### src/ffd_pkg.sv
package ffd_pkg;

  localparam int BYTE_W     = 8;
  localparam int INDEX_W    = 5;
  localparam int WORD_W     = 32;
  localparam int MARKER_LEN = 4;

  localparam logic [BYTE_W-1:0] MARKER [MARKER_LEN] = '{8'h00, 8'h00, 8'h80, 8'h7f};

  typedef struct packed {
    logic take_byte;
    logic load_out;
  } ffd_cmd_t;

  typedef struct packed {
    logic frame_end;
    logic last_idx;
    logic out_free;
  } ffd_status_t;

endpackage

### src/ffd_if.sv
interface ffd_in_if import ffd_pkg::*; ();
  logic              valid;
  logic              ready;
  logic [BYTE_W-1:0] rx_byte;

  modport source (output valid, output rx_byte, input ready);
  modport sink   (input valid, input rx_byte, output ready);
endinterface

interface ffd_out_if import ffd_pkg::*; ();
  logic               valid;
  logic               ready;
  logic [INDEX_W-1:0] word_index;
  logic [WORD_W-1:0]  word_value;
  logic               last_word;

  modport source (output valid, output word_index, output word_value, output last_word,
                  input ready);
  modport sink   (input valid, input word_index, input word_value, input last_word,
                  output ready);
endinterface

### src/ffd_ctrl.sv
module ffd_ctrl import ffd_pkg::*; (
  input  logic        clk,
  input  logic        rst_n,
  input  logic        in_valid,
  output logic        in_ready,
  input  ffd_status_t status,
  output ffd_cmd_t    cmd
);

  typedef enum logic {
    S_RX,
    S_EMIT
  } state_t;

  state_t state_r;
  state_t state_nxt;

  always_comb begin
    cmd           = '0;
    cmd.take_byte = (state_r == S_RX) && in_valid;
    cmd.load_out  = (state_r == S_EMIT) && status.out_free;
    in_ready      = (state_r == S_RX);
  end

  always_comb begin
    state_nxt = state_r;
    unique case (state_r)
      S_RX: begin
        if (cmd.take_byte && status.frame_end) begin
          state_nxt = S_EMIT;
        end
      end
      S_EMIT: begin
        if (cmd.load_out && status.last_idx) begin
          state_nxt = S_RX;
        end
      end
      default: state_nxt = S_RX;
    endcase
  end

  always_ff @(posedge clk) begin
    if (!rst_n) begin
      state_r <= S_RX;
    end else begin
      state_r <= state_nxt;
    end
  end

endmodule

### src/ffd_datapath.sv
module ffd_datapath import ffd_pkg::*; #(
  parameter int WORD_COUNT   = 18,
  parameter int FRAME_LENGTH = 80
) (
  input  logic               clk,
  input  logic               rst_n,
  input  ffd_cmd_t           cmd,
  output ffd_status_t        status,
  input  logic [BYTE_W-1:0]  rx_byte,
  input  logic               out_ready,
  output logic               out_valid,
  output logic [INDEX_W-1:0] out_word_index,
  output logic [WORD_W-1:0]  out_word_value,
  output logic               out_last_word
);

  localparam int POS_W      = $clog2(FRAME_LENGTH);
  localparam int IDX_W      = (WORD_COUNT > 1) ? $clog2(WORD_COUNT) : 1;
  localparam int BYTE_COUNT = WORD_COUNT * 4;
  localparam int CMP_W      = $clog2(BYTE_COUNT + FRAME_LENGTH + 1);

  localparam logic [POS_W-1:0] POS_LAST  = POS_W'(FRAME_LENGTH - 1);
  localparam logic [POS_W-1:0] POS_HDR   = POS_W'(MARKER_LEN);
  localparam logic [IDX_W-1:0] IDX_LAST  = IDX_W'(WORD_COUNT - 1);

  logic [POS_W-1:0]  pos_r;
  logic [POS_W-1:0]  pos_nxt;
  logic [IDX_W-1:0]  idx_r;
  logic [IDX_W-1:0]  idx_nxt;
  logic              out_valid_r;
  logic              out_valid_nxt;
  logic [IDX_W-1:0]  word_idx_r;
  logic [WORD_W-1:0] word_value_r;
  logic              last_r;
  logic [WORD_W-1:0] store_r [WORD_COUNT];

  logic [POS_W-1:0]  k;
  logic              hunting;
  logic              store_en;
  logic [IDX_W-1:0]  waddr;

  assign hunting  = (pos_r < POS_HDR);
  assign k        = pos_r - POS_HDR;
  assign store_en = cmd.take_byte && !hunting && (CMP_W'(k) < CMP_W'(BYTE_COUNT));
  assign waddr    = IDX_W'(k >> 2);

  always_comb begin
    status           = '0;
    status.frame_end = !hunting && (pos_r == POS_LAST);
    status.last_idx  = (idx_r == IDX_LAST);
    status.out_free  = !out_valid_r || out_ready;
  end

  always_comb begin
    pos_nxt = pos_r;
    if (cmd.take_byte) begin
      if (hunting) begin
        if (rx_byte == MARKER[pos_r[1:0]]) begin
          pos_nxt = pos_r + POS_W'(1);
        end else begin
          pos_nxt = (rx_byte == MARKER[0]) ? POS_W'(1) : '0;
        end
      end else if (pos_r == POS_LAST) begin
        pos_nxt = '0;
      end else begin
        pos_nxt = pos_r + POS_W'(1);
      end
    end
  end

  always_comb begin
    idx_nxt = idx_r;
    if (cmd.load_out) begin
      idx_nxt = status.last_idx ? '0 : idx_r + IDX_W'(1);
    end
    out_valid_nxt = out_valid_r;
    if (cmd.load_out) begin
      out_valid_nxt = 1'b1;
    end else if (out_ready) begin
      out_valid_nxt = 1'b0;
    end
  end

  always_ff @(posedge clk) begin
    if (!rst_n) begin
      pos_r       <= '0;
      idx_r       <= '0;
      out_valid_r <= 1'b0;
    end else begin
      pos_r       <= pos_nxt;
      idx_r       <= idx_nxt;
      out_valid_r <= out_valid_nxt;
    end
  end

  always_ff @(posedge clk) begin
    if (store_en) begin
      store_r[waddr][{k[1:0], 3'b000} +: BYTE_W] <= rx_byte;
    end
    if (cmd.load_out) begin
      word_idx_r   <= idx_r;
      word_value_r <= store_r[idx_r];
      last_r       <= status.last_idx;
    end
  end

  assign out_valid      = out_valid_r;
  assign out_word_index = INDEX_W'(word_idx_r);
  assign out_word_value = word_value_r;
  assign out_last_word  = last_r;

`ifndef NO_ASSERTIONS
  a_pos_range: assert property (@(posedge clk) disable iff (!rst_n)
    pos_r <= POS_LAST)
    else $error("frame position out of range");

  a_idx_range: assert property (@(posedge clk) disable iff (!rst_n)
    idx_r <= IDX_LAST)
    else $error("word index out of range");

  a_last_flag: assert property (@(posedge clk) disable iff (!rst_n)
    cmd.load_out |=> (last_r == (word_idx_r == IDX_LAST)))
    else $error("last word flag does not match index");

  a_no_byte_in_burst: assert property (@(posedge clk) disable iff (!rst_n)
    (cmd.take_byte && status.frame_end) |=> !cmd.take_byte)
    else $error("byte taken during word burst");
`endif

endmodule

### src/float_frame_deframer.sv
// the final byte of a frame moves the controller to S_EMIT, which loads words for output
// throughput: one byte per cycle while receiving; at frame end WORD_COUNT words are sent,
//   one per cycle the output is free, and the input stalls for that burst
// reset: synchronous, active low; clears the frame position, burst counter and output valid
// the word store is not cleared and is only read after being written
module float_frame_deframer import ffd_pkg::*; #(
  parameter int WORD_COUNT   = 18,
  parameter int FRAME_LENGTH = 80
) (
  input  logic clk,
  input  logic rst_n,
  ffd_in_if.sink    in_ch,
  ffd_out_if.source out_ch
);

  ffd_cmd_t    cmd;
  ffd_status_t status;

  ffd_ctrl u_ctrl (
    .clk      (clk),
    .rst_n    (rst_n),
    .in_valid (in_ch.valid),
    .in_ready (in_ch.ready),
    .status   (status),
    .cmd      (cmd)
  );

  ffd_datapath #(
    .WORD_COUNT   (WORD_COUNT),
    .FRAME_LENGTH (FRAME_LENGTH)
  ) u_datapath (
    .clk            (clk),
    .rst_n          (rst_n),
    .cmd            (cmd),
    .status         (status),
    .rx_byte        (in_ch.rx_byte),
    .out_ready      (out_ch.ready),
    .out_valid      (out_ch.valid),
    .out_word_index (out_ch.word_index),
    .out_word_value (out_ch.word_value),
    .out_last_word  (out_ch.last_word)
  );

endmodule
### src/flat_wrapper.sv
// flat-port wrapper written by rule: the top's interface ports become plain ports
module float_frame_deframer_flat import ffd_pkg::*;
#(
  parameter int WORD_COUNT   = 18,
  parameter int FRAME_LENGTH = 80
)
  (clk, rst_n, in_ch_valid, in_ch_rx_byte, in_ch_ready, out_ch_valid, out_ch_word_index, out_ch_word_value, out_ch_last_word, out_ch_ready);
  ffd_in_if in_ch_i ();
  ffd_out_if out_ch_i ();
  input  logic clk;
  input  logic rst_n;
  input wire logic [$bits(in_ch_i.valid)-1:0] in_ch_valid;
  input wire logic [$bits(in_ch_i.rx_byte)-1:0] in_ch_rx_byte;
  output wire logic [$bits(in_ch_i.ready)-1:0] in_ch_ready;
  output wire logic [$bits(out_ch_i.valid)-1:0] out_ch_valid;
  output wire logic [$bits(out_ch_i.word_index)-1:0] out_ch_word_index;
  output wire logic [$bits(out_ch_i.word_value)-1:0] out_ch_word_value;
  output wire logic [$bits(out_ch_i.last_word)-1:0] out_ch_last_word;
  input wire logic [$bits(out_ch_i.ready)-1:0] out_ch_ready;
  assign in_ch_i.valid = in_ch_valid;
  assign in_ch_i.rx_byte = in_ch_rx_byte;
  assign in_ch_ready = in_ch_i.ready;
  assign out_ch_valid = out_ch_i.valid;
  assign out_ch_word_index = out_ch_i.word_index;
  assign out_ch_word_value = out_ch_i.word_value;
  assign out_ch_last_word = out_ch_i.last_word;
  assign out_ch_i.ready = out_ch_ready;
  float_frame_deframer #(.WORD_COUNT(WORD_COUNT), .FRAME_LENGTH(FRAME_LENGTH)) u_core (.clk(clk), .rst_n(rst_n), .in_ch(in_ch_i), .out_ch(out_ch_i));
endmodule
### config.mk
export PLATFORM = sky130hd
export DESIGN_NAME = float_frame_deframer_flat
export DESIGN_NICKNAME = d
export VERILOG_FILES = /design/src/ffd_pkg.sv /design/src/ffd_if.sv /design/src/ffd_ctrl.sv /design/src/ffd_datapath.sv /design/src/float_frame_deframer.sv /design/src/flat_wrapper.sv
export SDC_FILE = /design/constraint.sdc
export NUM_CORES = 1
export LEC_CHECK = 0
export ABC_AREA = 1
export CAP_MARGIN = 0
export CORE_MARGIN = 2
export CORE_UTILIZATION = 25
export DETAILED_ROUTE_END_ITERATION = 12
export DONT_BUFFER_PORTS = 1
export PLACE_DENSITY_LB_ADDON = 0.25
export SLEW_MARGIN = 20
export SYNTH_ARGS = -nofsm -noshare
export SYNTH_HDL_FRONTEND = slang
export SYNTH_SLANG_ARGS = --single-unit
### constraint.sdc
create_clock -name clk -period 7.06 [get_ports clk]
set_input_delay 0.353 -clock clk [delete_from_list [all_inputs] [get_ports clk]]
set_output_delay 0.353 -clock clk [all_outputs]
set_load 0.01 [all_outputs]
==> results of run 1 <==
[power by group through the flow]
stage	sequential, W	clock [W]	combinational [W]
after global placement	0.00414	0	0.0000607
after global routing	0.00406	0.00379	0.0000729
final	0.00407	0.00358	0.0000653
after CTS	0.00407	0.00366	0.0000656
after detailed placement	0.00414	0	0.0000638
after floorplan	0.00414	0	0.0000354
[worst paths after layout]
| check | to | cells past startpoint | startpoint |
|---|---|---|---|
| worst max-delay path | u_core.u_datapath.store_r[17][3] | 5 | u_core.u_datapath.pos_r[0] |
| worst max register to register | u_core.u_datapath.store_r[17][3] | 5 | u_core.u_datapath.pos_r[0] |
| worst min-delay path | u_core.u_datapath.pos_r[0] | 5 | in_ch_rx_byte[6] |
| worst min register to register | u_core.u_ctrl.state_r | 2 | u_core.u_ctrl.state_r |
[stage by stage]
stage | utilization [%] | setup WS [ns] | instance area (µm²) | total power [W]
after floorplan | - | 4.58 | 25500 | 0.00418
after global placement | 26.7 | 3.81 | 27100 | 0.00421
after detailed placement | 26.8 | 3.64 | 27100 | 0.00421
after CTS | 29.0 | 3.61 | 29400 | 0.00779
after global routing | 29.0 | 3.28 | 29400 | 0.00793
final | 29.0 | 3.60 | 29400 | 0.00771
[cells in the mapped netlist (all sizes together)]
cell type and n:
nor3 16, ha 14, or2 1, o22ai 32, dfxtp 14, xnor2 1
nand4 3, o21ai 327, clkbuf 69, nand2 306, buf 50, clkinv 2
inv 37, xor2 5, o211ai 1, a21oi 38, nor2 569, a211oi 1
edfxtp 614, o21bai 1, nand3 58
[cells in the final DEF (no fill, tap or decap), drive strengths merged]
cell type / n
edfxtp: 614
nor2: 569
o21ai: 327
nand2: 306
clkbuf: 83
nand3: 58
buf: 54
inv: 41
a21oi: 38
o22ai: 32
clkinv: 31
nor3: 16
ha: 14
dfxtp: 14
bufinv: 7
xor2: 5
nand4: 3
clkinvlp: 2
dlygate4sd3: 2
xnor2: 1
o21bai: 1
or2: 1
o211ai: 1
a211oi: 1
[state kept, by name, summed over array words and instances (netlist names)]
register                          flops
u_core.u_ctrl.state_r                 1
u_core.u_datapath.idx_r               5
u_core.u_datapath.out_last_word       1
u_core.u_datapath.out_valid           1
u_core.u_datapath.out_word_index      5
u_core.u_datapath.out_word_value     32
u_core.u_datapath.pos_r               7
u_core.u_datapath.store_r           576
[tightest hold or removal path, stage by stage]
cell	delay [ns]
nor3_1	0.03
nand3_1	0.07
nand2_1	0.07
nand3_1	0.08
a21oi_1	0.06
[per-layer routing]
metal  GRT usage (%)  share of wire (%)
met5               0                  0
met4            4.42                2.2
met3            2.84                6.4
met2            22.6                 47
met1            18.8                 45
[layout make-up]
type / count / area (µm²)
fill: 10300 / 72000
tap: 1368 / 1710
multi-input combinational: 1373 / 6160
inverter: 39 / 155
clock buffer: 83 / 1800
sequential: 628 / 18700
clock inverter: 42 / 429
timing repair buffer: 56 / 458
[cell families after synthesis]
family                     count (synthesis)
and+or+nand+nor                          953
AOI/OAI and AO/OA                        400
buffers and inverters                    158
DFF                                      628
adders and majority gates                 14
xor gates and xnor gates                   6
==> flow_summary.json, run 1 <==
{
  "gr-total-overflow": 0,
  "synth_top_family_by_area": "simple AND/OR/NAND/NOR gates",
  "grt_pass1_wl_um": 108000,
  "syn_area_per_cell_um2": 11.8,
  "clkSinkCount": 628,
  "drive_gt1_share_pct": 8.51,
  "clk_pin_slew_ns": 0.06,
  "p_comb_share_pct": 0.8,
  "maxSlewViolCount": 0,
  "first_global_vias": 16100,
  "seq_power_share_pct": 52.7,
  "fin_crit_sh_pct": 49.1,
  "ant_nets": 0,
  "yosys.area.top_type": "edfxtp_1",
  "start_util_pct": 25.1,
  "synth_top_cell_area_share_pct": 72.4,
  "viasPerCell": 4.54,
  "grt_setup_unrepaired": "false",
  "gp_congestion": 0.892,
  "cts_tree": "yes",
  "worst_pin_slew_ns": 1.15,
  "synthesis.area_um2": 25500,
  "synth-adder-area-share_pct": 0.688,
  "hp-class": "in -> reg",
  "intPower_w": 0.00616,
  "wirelength_um": 73200,
  "areaGrowthSynthToFinish_pct": 15.6,
  "required_ns": 7.32,
  "cp-end-kind": "flop",
  "ys_seq_area_share_pct": 73.5,
  "postSynthCellCount": 2159,
  "htreeDepth": 3,
  "yosysUniqueCellTypes": 33,
  "fin_nets": 2194,
  "ys_ff_latch": 628,
  "muxShareOfSynthArea_pct": 0,
  "synth_compound_gate_area_share_pct": 8.11,
  "drt_iter0_markers": 1312,
  "route.detailed.drc": 0,
  "finalSetupViolations": 0,
  "yosys.area_share.simple_pct": 14.7,
  "crit_family": "simple AND/OR/NAND/NOR gates",
  "startpoint_type": "flop",
  "status": "completed",
  "worstSetupPathType": "reg -> reg",
  "path_buf_inv": 2,
  "dp_cells": 3461,
  "whs_ns": 0.0855,
  "clkLatencyLatePin_ns": 0.62,
  "core-area_um2": 101000,
  "rows": 117,
  "antennaDiodeCount": 0,
  "worstPathMaxFanout": 18,
  "hpwl_um": 41600,
  "synth.net_count": 2185,
  "arrival_ns": 3.72,
  "yosys-top-cells-area": "edfxtp_1 (72%), nor2_1 (8.4%), o21ai_0 (5.3%)",
  "wl_per_cell_um": 20.4,
  "max_stage_delay_ns": 0.95,
  "leakagePower_nw": 10.3,
  "dieWidth_um": 323,
  "io_buffers": 0,
  "cp_slowest_cell": "nor2_1",
  "fin_setup_tns_ns": 0,
  "firstDrtPassIters": 8,
  "post_cts_buffers": 0,
  "timing.final.crit_period_ns": 3.46,
  "grt_max_degree": 203,
  "vias": 16300,
  "pin_count": 52,
  "worstPathCellList": "inv_1 > ha_1 > clkinv_1 > nand3_1 > nor2_1",
  "rrSetupSlack_ns": 3.60,
  "netSwitchingFraction_pct": 20.1,
  "die_area_um2": 104000,
  "cts_made_buffers": 70,
  "antenna_found_initial": 0,
  "synth_warnings": 0,
  "fin_cells": 3589,
  "die_y_um": 323,
  "clock_power_share_pct": 46.4,
  "track_usage_pct": 14.0,
  "synth_xor_area_share_pct": 0.295,
  "post_cts_resized": 0,
  "hold_violations": 0,
  "ir_drop_v": 0.000175,
  "clock.fmax_ghz": 0.289,
  "skew_ns": 0.0273,
  "maxSlewHeadroom_pct": 22.9,
  "p_per_area_nw_per_um2": 262,
  "max_cap_viol_count": 0,
  "ctsHoldBuffers": 2,
  "switchingPower_w": 0.00155,
  "ctsLongestPathBuffers": 3,
  "root_buffer": "clkbuf_16"
}
(Power assumes the default switching activity.)
==> inputs of run 2 (changes only) <==
Settings changed: ABC_AREA 1 to 0.
Clock period 7.06 ns to 3.6 ns, I/O delays scaled along.
==> flow_summary.json, run 2 <==
{
  "place_area_um2": 27100,
  "postSynthCellCount": 1195,
  "synthTopCellsByCount": "edfxtp_1 (614), mux4_2 (128), mux2i_1 (64)",
  "final_core_util_pct": 29.9,
  "areaGrowthSynthToFinish_pct": 19.0,
  "ir_drop_v": 0.000304,
  "drive_gt1_share_pct": 28.1,
  "worstPathMaxFanout": 18,
  "firstDrtPassIters": 4,
  "maxSlewHeadroom_pct": 29.8,
  "gr-total-overflow": 0,
  "syn_area_per_cell_um2": 20.7,
  "seq_power_share_pct": 52.9,
  "clkLatencyLatePin_ns": 0.61,
  "switchingPower_w": 0.00298,
  "whs_ns": 0.0371,
  "grt_max_degree": 58,
  "required_ns": 3.91,
  "netSwitchingFraction_pct": 19.9,
  "maxSlewViolCount": 0,
  "yosysUniqueCellTypes": 58,
  "async_reset_ff_share_pct": 0,
  "antenna_found_initial": 7,
  "fin_setup_tns_ns": 0,
  "rows": 115,
  "ctsLongestPathBuffers": 3,
  "timing.final.crit_period_ns": 3.00,
  "leakagePower_nw": 9.85,
  "htreeDepth": 3,
  "cts_tree": "yes",
  "clock.fmax_ghz": 0.333,
  "wirelength_um": 62500,
  "ys_ff_latch": 628,
  "first_global_vias": 12600,
  "clkSinkCount": 628,
  "ant_nets": 0,
  "largest_reg_flops": 576,
  "synth_warnings": 0,
  "synth_flop_cell": "edfxtp_1",
  "clk_pin_slew_ns": 0.06,
  "vias": 12100,
  "max_cap_viol_count": 0,
  "die_y_um": 319,
  "finalSetupViolations": 0,
  "cp-end-kind": "flop",
  "grt_pass1_wl_um": 91300,
  "route.detailed.drc": 0,
  "hold_violations": 0,
  "clock_power_share_pct": 46.7,
  "pin_count": 52,
  "skew_ns": 0.0235,
  "p_comb_share_pct": 0.4,
  "drt_iter0_markers": 1057,
  "die_area_um2": 101000,
  "viasPerCell": 4.49,
  "yosys-top-cells-area": "edfxtp_1 (75%), mux4_2 (12%), mux2i_1 (2.6%)",
  "intPower_w": 0.0120,
  "dp_cells": 2550,
  "track_usage_pct": 12.3,
  "wl_per_cell_um": 23.3,
  "io_buffers": 0,
  "fill_cells": 9466,
  "status": "completed",
  "dieWidth_um": 319,
  "yosysMostFrequentCell": "edfxtp_1",
  "yosys.area.top_type": "edfxtp_1",
  "synthesis.area_um2": 24700,
  "root_buffer": "clkbuf_16",
  "synth.net_count": 1221,
  "fin_nets": 1369,
  "final_cell_area_um2": 29400,
  "worst_pin_slew_ns": 1.05,
  "ys_seq_area_share_pct": 75.7,
  "startpoint_type": "flop",
  "cts_made_buffers": 71,
  "final_cell_mix": "edfxtp_1 (614), buf_4 (131), mux4_2 (128), clkbuf_16 (72), mux2i_1 (64)",
  "hp-class": "in -> reg",
  "arrival_ns": 3.31,
  "worstSetupPathType": "reg -> reg",
  "gp_congestion": 0.779,
  "final_common_cell": "edfxtp_1",
  "synth_top_cell_area_share_pct": 74.6,
  "synth_edf_count": 614,
  "hpwl_um": 40300,
  "fin_cells": 2687,
  "start_util_pct": 25.2,
  "fin_crit_sh_pct": 83.4,
  "p_per_area_nw_per_um2": 509,
  "grt_setup_unrepaired": "false",
  "post_cts_buffers": 0,
  "core-area_um2": 98300
}
==> run 2: area by class of cell <==
type / instances / area, µm² / share of cell area (%)
flip-flops and latches: 628 / 18700 / 63.7
diodes: 3 / 7.51 / 0.0255
inverters: 10 / 37.5 / 0.128
clock buffers: 82 / 1840 / 6.25
repair buffers: 145 / 1190 / 4.06
clock inverters: 45 / 407 / 1.38
well taps: 1287 / 1610 / 5.47
multi-input cells: 487 / 5600 / 19.0
==> run 2: worst paths after layout <==
path / slack [ns] / from / end / cells past startpoint
max: 0.60 / u_core.u_datapath.pos_r[2] / u_core.u_datapath.store_r[2][23] / 8
min: 0.04 / in_ch_valid / u_core.u_datapath.pos_r[4] / 3
max reg2reg: 0.60 / u_core.u_datapath.pos_r[2] / u_core.u_datapath.store_r[2][23] / 8
min reg2reg: 0.56 / u_core.u_datapath.idx_r[4] / u_core.u_datapath.out_word_index[4] / 0
==> run 2: logic make-up (layout without fill, tap and decap cells) <==
family	count (synthesis)	in the layout	share of synthesized area, %
adder cells (fa/ha/maj)	14	14	0.708
flip-flops	628	628	75.7
XOR/XNOR	9	9	0.319
other	0	3	0
AND/OR/NAND/NOR	179	179	4.17
buffers and inverters	80	282	1.72
AO/OA/AOI/OAI	93	93	3.15
multiplexers	192	192	14.2
==> run 2: repair_timing <==
item,4_1_cts,5_1_grt
gates resized for setup,0,0
endpoints found under the hold margin,14,0
endpoints found under the setup margin,0,0
hold buffers,7,0
==> run 2: critical path, stage by stage, from the launching register on <==
cell and delay (ns):
dfxtp_1 0.52, inv_1 0.14, ha_1 0.34, or2b_2 0.35
nor4_4 0.33, buf_4 0.22, o211ai_4 0.22, nor2_1 0.35
buf_4 0.22
==> run 2: power groups by stage <==
stage | combinational (W) | sequential (W) | clock (W)
global placement | 0.0000504 | 0.00808 | 0
CTS | 0.0000594 | 0.00793 | 0.00718
global route | 0.0000632 | 0.00792 | 0.00749
detailed placement | 0.0000508 | 0.00808 | 0
floorplan | 0.0000237 | 0.00808 | 0
finish | 0.0000577 | 0.00793 | 0.00699
==> run 2: per-layer routing <==
metal	wire length, µm	GRT usage [%]
met1	28500	16.9
met2	29200	19.2
met3	3690	3.12
met4	1200	3.51
met5	26	0
==> run 2: through the flow <==
step	power [W]	setup slack [ns]
after global placement	0.00813	0.712
final	0.0150	0.599
after global routing	0.0155	0.348
after detailed placement	0.00813	0.655
after floorplan	0.00811	0.659
after CTS	0.0152	0.619
==> inputs of run 3 (changes only) <==
Clock period 3.6 ns to 2.8 ns, I/O delays scaled along.
==> flow_summary.json, run 3 (same netlist as run 2, synthesis figures left out) <==
{
  "status": "completed",
  "first_global_vias": 13000,
  "whs_ns": 0.0312,
  "p_total_w": 0.0192,
  "largest_reg_flops": 576,
  "cp-end-kind": "flop",
  "wl_met3_um": 3910,
  "cp_common_cell": "buf_4",
  "io_buffers": 0,
  "worst_pin_slew_ns": 0.992,
  "final_cell_area_um2": 29900,
  "hold_violations": 0,
  "place_area_um2": 27500,
  "antenna_found_initial": 7,
  "max_cap_viol_count": 0,
  "route.detailed.drc": 0,
  "drive_gt1_share_pct": 29.3,
  "max_stage_delay_ns": 0.69,
  "rrSetupSlack_ns": 0.26,
  "core-area_um2": 98300,
  "finalSetupViolations": 0,
  "wl_met2_um": 31800,
  "maxSlewHeadroom_pct": 33.7,
  "arrival_ns": 2.83,
  "cp_slowest_cell": "o41ai_2",
  "final_common_cell": "edfxtp_1",
  "fin_crit_sh_pct": 90.7,
  "skew_ns": 0.0327,
  "route.top_layer_used": "met5",
  "wirelength_um": 66200,
  "crit_family": "compound AO/OA/AOI/OAI gates",
  "drt_iter0_markers": 822,
  "fin_nets": 1414,
  "clock.fmax_ghz": 0.394,
  "wl_met1_um": 29300,
  "ir_drop_v": 0.000370,
  "worstPathMaxFanout": 10,
  "die_area_um2": 101000,
  "clkLatencyLatePin_ns": 0.61,
  "viasPerCell": 4.55,
  "startpoint_type": "flop",
  "cts_tree": "yes",
  "vias": 12400,
  "path_buf_inv": 3,
  "dieWidth_um": 319,
  "hpwl_um": 42900,
  "rows": 115,
  "worstSetupPathType": "reg -> reg",
  "wl_per_cell_um": 24.2,
  "cts_made_buffers": 70,
  "p_per_area_nw_per_um2": 641,
  "layout_setup_ws_ns": 0.260,
  "ctsLongestPathBuffers": 3,
  "post_cts_resized": 0,
  "ctsHoldBuffers": 15,
  "clkSinkCount": 628,
  "clk_pin_slew_ns": 0.06,
  "grt_max_degree": 50,
  "firstDrtPassIters": 5,
  "root_buffer": "clkbuf_16",
  "track_usage_pct": 12.9,
  "final_cell_mix": "edfxtp_1 (614), buf_4 (156), mux4_2 (128), clkbuf_16 (73), mux2i_1 (64)",
  "start_util_pct": 25.2,
  "ant_nets": 0,
  "pin_count": 52,
  "fill_cells": 9470,
  "areaGrowthSynthToFinish_pct": 20.9,
  "grt_setup_unrepaired": "false",
  "gr-total-overflow": 0,
  "gp_congestion": 0.781,
  "required_ns": 3.09,
  "grt_pass1_wl_um": 95500,
  "die_y_um": 319,
  "worstPathCellList": "inv_1 > ha_1 > o41ai_2 > nand3_1 > buf_4 > nor2_1 > buf_4",
  "leakagePower_nw": 10.0,
  "hp-class": "in -> reg",
  "place_ws_ns": 0.292,
  "timing.final.crit_period_ns": 2.54,
  "maxSlewViolCount": 0,
  "htreeDepth": 3,
  "post_cts_buffers": 0
}
[run 3: cell types whose count changed in the layout (fill, tap and decap cells not counted), moves of 2 or more]
| cell | previous run | this run |
|---|---|---|
| buf_12 | 7 | 20 |
| buf_4 | 131 | 156 |
| clkbuf_1 | 10 | 15 |
| clkinv_1 | 13 | 15 |
| clkinv_2 | 15 | 11 |
| clkinv_8 | 3 | 0 |
| clkinvlp_4 | 5 | 1 |
| dlygate4sd3_1 | 7 | 15 |
[run 3: metrics by stage]
step / setup TNS (ns) / std cells / util, %
4_1_cts: 0 / 2728 / 30.4
3_3_place_gp: 0 / 2588 / 28.0
3_5_place_dp: 0 / 2588 / 28.0
6_report: 0 / 2731 / 30.4
5_1_grt: 0 / 2728 / 30.4
2_1_floorplan: -36.01 / 1195 / -
[run 3: final timing paths]
path,start,endpoint,depth (start not counted)
min,in_ch_rx_byte[3],u_core.u_datapath.store_r[5][11],2
min reg2reg,u_core.u_datapath.idx_r[3],u_core.u_datapath.out_word_index[3],0
max reg2reg,u_core.u_datapath.pos_r[3],u_core.u_datapath.store_r[17][18],7
max,u_core.u_datapath.pos_r[3],u_core.u_datapath.store_r[17][18],7
[run 3: routing by layer]
metal	up-vias	track usage (%)
met5	-	0
met4	2	3.65
met3	74	2.96
met2	331	20.9
met1	6656	17.4
li1	5364	-
[run 3: final cells by class]
cell class                 count  area, µm²  share of cell area, %
inverter                      10       37.5                  0.126
antenna                        3       7.51                 0.0251
clock inverter                37        315                   1.05
timing repair buffer         191       1720                   5.76
clock buffer                  88       1880                   6.30
multi-input combinational    487       5600                   18.7
sequential                   628      18700                   62.6
tap                         1287       1610                   5.39
[run 3: power breakdown]
part	total, W	internal, W	switching (W)	leakage [nW]
clock network	0.00889	0.00523	0.00366	1.08
registers	0.0102	0.0102	0.0000000164	6.64
logic	0.0000880	0.0000269	0.0000611	2.32
total	0.0192	0.0154	0.00372	10.0
